**src/rtl/p2r_pkg.sv**
```systemverilog
// Shared types, codes and helper functions for the pixel to RGBA8 converter.
package p2r_pkg;

    localparam int PixelW  = 64;
    localparam int KindW   = 3;
    localparam int WidthW  = 6;
    localparam int OrderW  = 3;
    localparam int IndexW  = 2;

    // Component kind codes.
    localparam logic [KindW-1:0] KIND_UNORM = 3'd0;
    localparam logic [KindW-1:0] KIND_UINT  = 3'd1;
    localparam logic [KindW-1:0] KIND_FLOAT = 3'd2;
    localparam logic [KindW-1:0] KIND_DEPTH = 3'd3;

    // Channel order codes.
    localparam logic [OrderW-1:0] ORDER_R    = 3'd0;
    localparam logic [OrderW-1:0] ORDER_RG   = 3'd1;
    localparam logic [OrderW-1:0] ORDER_RGB  = 3'd2;
    localparam logic [OrderW-1:0] ORDER_RGBA = 3'd3;
    localparam logic [OrderW-1:0] ORDER_BGRA = 3'd4;

    // Supported component widths.
    localparam logic [WidthW-1:0] WIDTH_8  = 6'd8;
    localparam logic [WidthW-1:0] WIDTH_16 = 6'd16;
    localparam logic [WidthW-1:0] WIDTH_32 = 6'd32;

    // Configuration register indexes.
    localparam logic [IndexW-1:0] REG_KIND  = 2'd0;
    localparam logic [IndexW-1:0] REG_WIDTH = 2'd1;
    localparam logic [IndexW-1:0] REG_ORDER = 2'd2;

    // Reset values of the configuration registers.
    localparam logic [KindW-1:0]  KIND_RESET  = KIND_UNORM;
    localparam logic [WidthW-1:0] WIDTH_RESET = WIDTH_8;
    localparam logic [OrderW-1:0] ORDER_RESET = ORDER_RGBA;

    // How a lane decodes its component.
    typedef enum logic [2:0] {
        LANE_UNORM8  = 3'd0,
        LANE_UNORM16 = 3'd1,
        LANE_UINT32  = 3'd2,
        LANE_HALF    = 3'd3,
        LANE_SINGLE  = 3'd4
    } lane_mode_t;

    // Converted byte of one lane and its NaN flag.
    typedef struct packed {
        logic [7:0] value;
        logic       is_nan;
    } lane_result_t;

    // Widens a half float to single precision bits. Subnormal halves are far
    // below one step of 1/255, so they are flushed to a signed zero; the byte
    // they produce is zero either way.
    function automatic logic [31:0] half_to_single(input logic [15:0] h);
        logic [4:0]  e;
        logic [31:0] bits;
        e = h[14:10];
        if (e == 5'd0) begin
            bits = {h[15], 31'd0};
        end
        else if (e == 5'h1f) begin
            bits = {h[15], 8'hff, h[9:0], 13'd0};
        end
        else begin
            bits = {h[15], 3'd0, e + 5'd0, h[9:0], 13'd0} + {1'b0, 8'd112, 23'd0};
        end
        return bits;
    endfunction

endpackage

```
**src/rtl/p2r_lane.sv**
```systemverilog
// One channel lane: selects a component from the pixel and converts it to a byte.
module p2r_lane
    import p2r_pkg::*;
(
    input  logic [2*PixelW-1:0] pixel,
    input  logic [1:0]          slot,
    input  lane_mode_t          mode,
    output lane_result_t        result
);

    logic [7:0]  comp_byte;
    logic [15:0] comp_u16;
    logic [31:0] comp_u32;
    logic [31:0] fbits;
    logic [23:0] unorm_x;
    logic [7:0]  unorm_q;
    logic [16:0] unorm_r;
    logic [7:0]  float_byte;
    logic        float_nan;

    // Component extraction at the slot's byte offset.
    assign comp_byte = pixel[{slot, 3'd0} +: 8];
    assign comp_u16  = pixel[{slot, 4'd0} +: 16];
    assign comp_u32  = pixel[{slot, 5'd0} +: 32];

    // Unorm16 to byte: (v*255 + 32767) / 65535 by quotient estimate and one fix-up.
    always_comb
    begin
        unorm_x = {comp_u16, 8'd0} - {8'd0, comp_u16} + 24'd32767;
        unorm_q = unorm_x[23:16];
        unorm_r = {1'b0, unorm_x[15:0]} + {9'd0, unorm_q};
        if (unorm_r >= 17'd65535) begin
            unorm_q = unorm_q + 8'd1;
        end
    end

    assign fbits = (mode == LANE_HALF) ? half_to_single(comp_u16) : comp_u32;

    // Float to byte: clamp to 0..1, product by 255 rounded to single, then half up.
    always_comb
    begin
        logic [7:0]  e;
        logic [23:0] mant;
        logic [31:0] prod;
        logic [24:0] prod_rnd;
        logic        round_up;
        logic [7:0]  shift;
        logic [26:0] sum;
        logic [26:0] t;
        e          = fbits[30:23];
        mant       = {1'b1, fbits[22:0]};
        prod       = {mant, 8'd0} - {8'd0, mant};
        float_nan  = (e == 8'hff) && (fbits[22:0] != 23'd0);
        if (prod[31]) begin
            round_up = prod[7] && ((prod[6:0] != 7'd0) || prod[8]);
            prod_rnd = {1'b0, prod[31:8]} + {24'd0, round_up};
            shift    = 8'd142 - e;
        end
        else begin
            round_up = prod[6] && ((prod[5:0] != 6'd0) || prod[7]);
            prod_rnd = {1'b0, prod[30:7]} + {24'd0, round_up};
            shift    = 8'd143 - e;
        end
        sum = 27'd0;
        t   = 27'd0;
        if (shift <= 8'd26) begin
            sum = {2'd0, prod_rnd} + (27'd1 << (shift[4:0] - 5'd1));
            t   = sum >> shift[4:0];
        end
        if (float_nan || fbits[31] || (e == 8'd0)) begin
            float_byte = 8'd0;
        end
        else if (e >= 8'd127) begin
            float_byte = 8'd255;
        end
        else if (t > 27'd255) begin
            float_byte = 8'd255;
        end
        else begin
            float_byte = t[7:0];
        end
    end

    // Result selection by lane mode.
    always_comb
    begin
        result.is_nan = 1'b0;
        case (mode)
            LANE_UNORM8:  result.value = comp_byte;
            LANE_UNORM16: result.value = unorm_q;
            LANE_UINT32:  result.value = comp_u32[7:0];
            LANE_HALF,
            LANE_SINGLE:
            begin
                result.value  = float_byte;
                result.is_nan = float_nan;
            end
            default:      result.value = 8'd0;
        endcase
    end

endmodule

```
**src/rtl/pixel_to_rgba8_converter.sv**
```systemverilog
// Top level of the pixel to RGBA8 converter: configuration, input and result registers.
//
// The converter takes one source pixel per clock cycle and never stalls: busy
// stays low, so a transaction is accepted at every edge with start high. Each
// pixel passes through an input register and then a result register before
// its RGBA8 value is on the result ports, where it is flagged by result_valid
// for exactly one cycle. The receiver cannot hold results off and must take
// each one in that cycle. Configuration writes take effect at once and must
// only be made while no pixel is in flight.
module pixel_to_rgba8_converter
    import p2r_pkg::*;
(
    input  logic              clk,
    input  logic              rst_n,
    input  logic              start,
    output logic              busy,
    input  logic [PixelW-1:0] pixel_low,
    input  logic [PixelW-1:0] pixel_high,
    input  logic              wr_en,
    input  logic [IndexW-1:0] wr_index,
    input  logic [WidthW-1:0] wr_data,
    output logic              result_valid,
    output logic [7:0]        red,
    output logic [7:0]        green,
    output logic [7:0]        blue,
    output logic [7:0]        alpha,
    output logic              conversion_ok
);

    logic [KindW-1:0]    kind_reg;
    logic [WidthW-1:0]   width_reg;
    logic [OrderW-1:0]   order_reg;
    logic                in_valid_reg;
    logic [2*PixelW-1:0] pixel_reg;
    logic                out_valid_reg;
    logic [7:0]          red_reg, green_reg, blue_reg, alpha_reg;
    logic                ok_reg;
    logic [7:0]          red_next, green_next, blue_next, alpha_next;
    logic                ok_next;
    logic [3:0]          present;
    logic [1:0]          slot [4];
    logic [1:0]          lane_slot [4];
    lane_mode_t          mode;
    lane_result_t        lane_res [4];

    assign busy = 1'b0;

    // Configuration registers.
    always_ff @(posedge clk or negedge rst_n)
    begin
        if (!rst_n) begin
            kind_reg  <= KIND_RESET;
            width_reg <= WIDTH_RESET;
            order_reg <= ORDER_RESET;
        end
        else if (wr_en) begin
            case (wr_index)
                REG_KIND:  kind_reg  <= wr_data[KindW-1:0];
                REG_WIDTH: width_reg <= wr_data;
                REG_ORDER: order_reg <= wr_data[OrderW-1:0];
                default:   ;
            endcase
        end
    end

    // Input register.
    always_ff @(posedge clk or negedge rst_n)
    begin
        if (!rst_n) begin
            in_valid_reg <= 1'b0;
        end
        else begin
            in_valid_reg <= start && !busy;
        end
    end

    always_ff @(posedge clk)
    begin
        if (start && !busy) begin
            pixel_reg <= {pixel_high, pixel_low};
        end
    end

    // Channel placement for the configured order.
    always_comb
    begin
        present = 4'b0000;
        slot[0] = 2'd0;
        slot[1] = 2'd1;
        slot[2] = 2'd2;
        slot[3] = 2'd3;
        case (order_reg)
            ORDER_R:    present = 4'b0001;
            ORDER_RG:   present = 4'b0011;
            ORDER_RGB:  present = 4'b0111;
            ORDER_RGBA: present = 4'b1111;
            ORDER_BGRA:
            begin
                present = 4'b1111;
                slot[0] = 2'd2;
                slot[2] = 2'd0;
            end
            default:    present = 4'b0000;
        endcase
    end

    // Lane decode mode from kind and width.
    always_comb
    begin
        mode = LANE_UNORM8;
        case (kind_reg)
            KIND_UNORM: mode = (width_reg == WIDTH_16) ? LANE_UNORM16 : LANE_UNORM8;
            KIND_UINT:  mode = LANE_UINT32;
            KIND_FLOAT: mode = (width_reg == WIDTH_16) ? LANE_HALF : LANE_SINGLE;
            KIND_DEPTH: mode = LANE_SINGLE;
            default:    mode = LANE_UNORM8;
        endcase
    end

    // Depth always reads the float at byte 0 through the red lane.
    assign lane_slot[0] = (kind_reg == KIND_DEPTH) ? 2'd0 : slot[0];
    assign lane_slot[1] = slot[1];
    assign lane_slot[2] = slot[2];
    assign lane_slot[3] = slot[3];

    for (genvar i = 0; i < 4; i++) begin : g_lane
        p2r_lane u_lane (
            .pixel  (pixel_reg),
            .slot   (lane_slot[i]),
            .mode   (mode),
            .result (lane_res[i])
        );
    end

    // Pixel assembly, defaults, NaN handling and unsupported combinations.
    always_comb
    begin
        logic any_ch;
        logic w8, w16, w32;
        logic nan_color;
        any_ch     = (present != 4'b0000);
        w8         = (width_reg == WIDTH_8);
        w16        = (width_reg == WIDTH_16);
        w32        = (width_reg == WIDTH_32);
        nan_color  = (present[0] && lane_res[0].is_nan) ||
                     (present[1] && lane_res[1].is_nan) ||
                     (present[2] && lane_res[2].is_nan);
        red_next   = present[0] ? lane_res[0].value : 8'd0;
        green_next = present[1] ? lane_res[1].value : 8'd0;
        blue_next  = present[2] ? lane_res[2].value : 8'd0;
        alpha_next = present[3] ? lane_res[3].value : 8'd255;
        ok_next    = 1'b1;
        case (kind_reg)
            KIND_UNORM:
            begin
                if (any_ch && !(w8 || w16)) begin
                    ok_next = 1'b0;
                end
            end
            KIND_UINT:
            begin
                if (!w32) begin
                    ok_next = 1'b0;
                end
            end
            KIND_FLOAT:
            begin
                if (any_ch && !(w16 || w32)) begin
                    ok_next = 1'b0;
                end
                else if (nan_color) begin
                    red_next   = 8'd255;
                    green_next = 8'd0;
                    blue_next  = 8'd255;
                    alpha_next = 8'd255;
                end
                else if (present[3] && lane_res[3].is_nan) begin
                    alpha_next = 8'd255;
                end
            end
            KIND_DEPTH:
            begin
                alpha_next = 8'd255;
                if (!w32) begin
                    ok_next = 1'b0;
                end
                else if (lane_res[0].is_nan) begin
                    red_next   = 8'd255;
                    green_next = 8'd0;
                    blue_next  = 8'd255;
                end
                else begin
                    red_next   = lane_res[0].value;
                    green_next = lane_res[0].value;
                    blue_next  = lane_res[0].value;
                end
            end
            default:    ok_next = 1'b0;
        endcase
        if (!ok_next) begin
            red_next   = 8'd0;
            green_next = 8'd0;
            blue_next  = 8'd0;
            alpha_next = 8'd0;
        end
    end

    // Result register.
    always_ff @(posedge clk or negedge rst_n)
    begin
        if (!rst_n) begin
            out_valid_reg <= 1'b0;
        end
        else begin
            out_valid_reg <= in_valid_reg;
        end
    end

    always_ff @(posedge clk)
    begin
        if (in_valid_reg) begin
            red_reg   <= red_next;
            green_reg <= green_next;
            blue_reg  <= blue_next;
            alpha_reg <= alpha_next;
            ok_reg    <= ok_next;
        end
    end

    assign result_valid  = out_valid_reg;
    assign red           = red_reg;
    assign green         = green_reg;
    assign blue          = blue_reg;
    assign alpha         = alpha_reg;
    assign conversion_ok = ok_reg;

    // Every accepted transaction gives a result.
    a_latency: assert property (@(posedge clk) disable iff (!rst_n)
        (start && !busy) |=> ##1 result_valid)
        else $error("accepted pixel produced no result");

    // No result appears without an earlier transaction.
    a_no_spurious: assert property (@(posedge clk) disable iff (!rst_n)
        result_valid |-> $past(start, 2))
        else $error("result without accepted pixel");

    // A failed conversion delivers an all-zero pixel.
    a_fail_zero: assert property (@(posedge clk) disable iff (!rst_n)
        (result_valid && !conversion_ok) |->
        (red == 8'd0 && green == 8'd0 && blue == 8'd0 && alpha == 8'd0))
        else $error("failed conversion with nonzero pixel");

endmodule

```
**config.mk**
```make
export PLATFORM = sky130hd
export DESIGN_NAME = pixel_to_rgba8_converter
export DESIGN_NICKNAME = d
export VERILOG_FILES = /design/src/rtl/p2r_pkg.sv /design/src/rtl/p2r_lane.sv /design/src/rtl/pixel_to_rgba8_converter.sv
export SDC_FILE = /design/constraint.sdc
export NUM_CORES = 2
export LEC_CHECK = 0
export BUFFER_PORTS_ARGS = -buffer_cell sky130_fd_sc_hd__buf_2
export CORE_MARGIN = 5
export CORE_UTILIZATION = 50
export DETAILED_ROUTE_END_ITERATION = 16
export PLACE_DENSITY_LB_ADDON = 0.25
export SYNTH_ARGS = -nofsm -noshare
export SYNTH_HDL_FRONTEND = slang
export SYNTH_SLANG_ARGS = --single-unit
```
**constraint.sdc**
```tcl
create_clock -name clk -period 30.5 [get_ports clk]
set_input_delay 3.05 -clock clk [delete_from_list [all_inputs] [get_ports clk]]
set_output_delay 3.05 -clock clk [all_outputs]
set_load 0.01 [all_outputs]
```
==> metrics.txt <==
Clock Sinks=175; Via Count=42170; crit start category=flip-flop; Multi-input gate area=30570 sq um; Crit path arrival time=12330 ps; count of different cell masters after synthesis=122; crit path max-delay cell type=dfrtp_1; most used cell, CP=a21oi_1; clock share of power=8.6%; Leak Pwr=0.01630 uW; Final HPWL DP=119800 um; Final GP Congestion=1.047; Pre-antenna DRT Iters=11; Crit Path Class=flip-flop to flip-flop; initial antenna violation count=3; placed cells=6155; worst slew pin tran=1120 ps; drt initial violations=6304; total core area=74700 sq um; Seq cells post-synth=175; CTS tree=built; Top-Level Pins=175; Slew Limit Fails=0; WHS Endpoint=width_reg[1]; worst ir drop on vdd=44.67 uV; Synth async-reset ratio=8.000%; htree depth=4; Die Ht=285.1 um; share of cells above drive strength 1=9.237%; Sw Pwr=1563 uW; sw frac=56.34%; yosys warns=0; Internal=1211 uW; Non-Filler Instances=6187; PortBufs=173; Tmin final=12120 ps; Hold Crit Class=flip-flop to flip-flop; Crit path largest cell delay=610 ps; P per Cell Area=69.33 nW/um^2; # rows=100; drt via density=6.816; clock latency on the worst-skew pair=510 ps; max cap viols=0; Hold-fix buffers, CTS=0; DRC Markers=0; vias in the first global route=38130; crit end category=flip-flop; Req. time, crit path=30700 ps; Synth Flop Type=edfxtp_1; WHS=564.3 ps; endpoints failing setup=0; number of enable flip-flop cells after synthesis=161; Register Area=5190 sq um; Num CTS Buffers=17; total grt overflow=0; wire per inst=24.48 um; status=finished clean; total negative slack=0 ps; Area Growth Syn to Fin=5.719%; Antenna diodes=0; fillers=7388; Largest register FFs=128; relative slew slack=24.18%; Synth Cell Area=37850 sq um; Final #Nets=5672; final antenna-violating net count=0; most frequent cells in the layout=nand2_1 (542), nor2_1 (470), a21oi_1 (430); largest net degree at the start of global routing=130; hold path cells=1; fmax=0.08248 GHz; logic gate share of total power=79.1%; sequential area share after synthesis=13.71%; flop2flop setup slack=18380 ps; first-pass GRT wire length=227000 um; Die ar.=81300 sq um; Post-CTS Resized=0; final core utilization=53.57%; HP Start=width_reg[1]; Final Cycle Share=39.75%; Mapped Avg Cell Area=7.285 sq um; clock buffer depth=2; FF-to-FF End=red[4]; Flop pwr share=12.3%; postcts setup bufs=0; Clock transition at path regs=90 ps; Syn Nets=5662; Mapped Cells=5195; R2R cell count=36; clock skew=19.52 ps; Final Hold Fails=0; most common cell after layout, fill and taps aside=nand2_1; RSZ-0062 raised after global routing=no; drt total wl=151500 um; Initial Util=50.67%; GRT Resource Usage Total=34.99%; Die W=285.1 um; Max Fanout on Critical Path=41; root buf cell=clkbuf_16; worst r2r src=kind_reg[0]
-- cells by family (layout without fill, tap and decap cells) --
logic type	after synthesis	count (layout)	synth area share, %
AO/OA/AOI/OAI	1662	1662	29.71
XOR/XNOR	383	383	8.883
adder cells (fa/ha/maj)	330	330	11.13
buffers and inverters	525	548	5.709
flip-flops	175	175	13.71
multiplexers	221	221	6.642
other	1	1	0.009908
AND/OR/NAND/NOR	1898	1898	24.21
-- worst max-delay path, delay by kind of cell, from the launching register on --
| kind | cells | cell delay, ps |
|---|---|---|
| AND/OR/NAND/NOR | 9 | 2280 |
| buffers and inverters | 2 | 610 |
| XOR/XNOR | 1 | 170 |
| adder cells (fa/ha/maj) | 3 | 960 |
| AO/OA/AOI/OAI | 17 | 5410 |
| flip-flops | 1 | 610 |
| multiplexers | 4 | 1750 |
-- how the worst max path moves through the flow --
stage                 start       to  slack (ps)  depth (start not counted)
2_1_floorplan  width_reg[1]   red[0]       19390                         45
3_3_place_gp    kind_reg[0]  blue[5]       19120                         36
3_5_place_dp    kind_reg[0]  blue[5]       18750                         36
4_1_cts         kind_reg[0]  blue[5]       18730                         36
5_1_grt         kind_reg[0]   red[5]       17850                         36
6_report        kind_reg[0]   red[4]       18380                         36
-- power groups by stage --
stage                     Clock (uW)  Combinational [uW]  Sequential [uW]
after global placement             0                2100              341
after CTS                        241                2120              335
after global routing             250                2370              339
after floorplan                    0                1590              311
after detailed placement           0                2110              340
final                            239                2190              341
-- per-layer routing --
| metal | part of all wire [%] | GRT usage, % |
|---|---|---|
| met1 | 42 | 48.84 |
| met2 | 42 | 52.92 |
| met3 | 12 | 8.315 |
| met4 | 4.2 | 12.20 |
| met5 | 0.063 | 0 |
-- final cells by class --
cell class	count	share of cell area (%)
flip-flops and latches	175	12.97
repair buffers	244	3.543
clock inverters	15	0.4378
clock buffers	17	1.063
multi-input cells	4495	76.40
well taps	969	3.030
inverters	272	2.552
-- synthesized netlist by cell type (85+ instances only) --
| master | instances | area [sq um] |
|---|---|---|
| xnor2_1 | 262 | 2295 |
| nand3_1 | 180 | 900.9 |
| ha_1 | 315 | 3941 |
| a21oi_1 | 430 | 2152 |
| clkbuf_1 | 144 | 540.5 |
| inv_1 | 269 | 1010 |
| mux2i_1 | 145 | 1451 |
| a211oi_1 | 85 | 638.1 |
| nor2_1 | 473 | 1775 |
| xor2_1 | 120 | 1051 |
| nor3_1 | 202 | 1011 |
| edfxtp_1 | 161 | 4835 |
| nand2_1 | 542 | 2034 |
| o21ai_0 | 283 | 1416 |
-- through the flow --
stage | total power (uW) | cell area (sq um) | worst slack (ps)
global route | 2956 | 40010 | 17850
global placement | 2438 | 39410 | 19120
CTS | 2698 | 40010 | 18730
detailed placement | 2447 | 39410 | 18750
finish | 2774 | 40010 | 18380
floorplan | 1897 | 37850 | 19390
(Power assumes the default switching activity.)
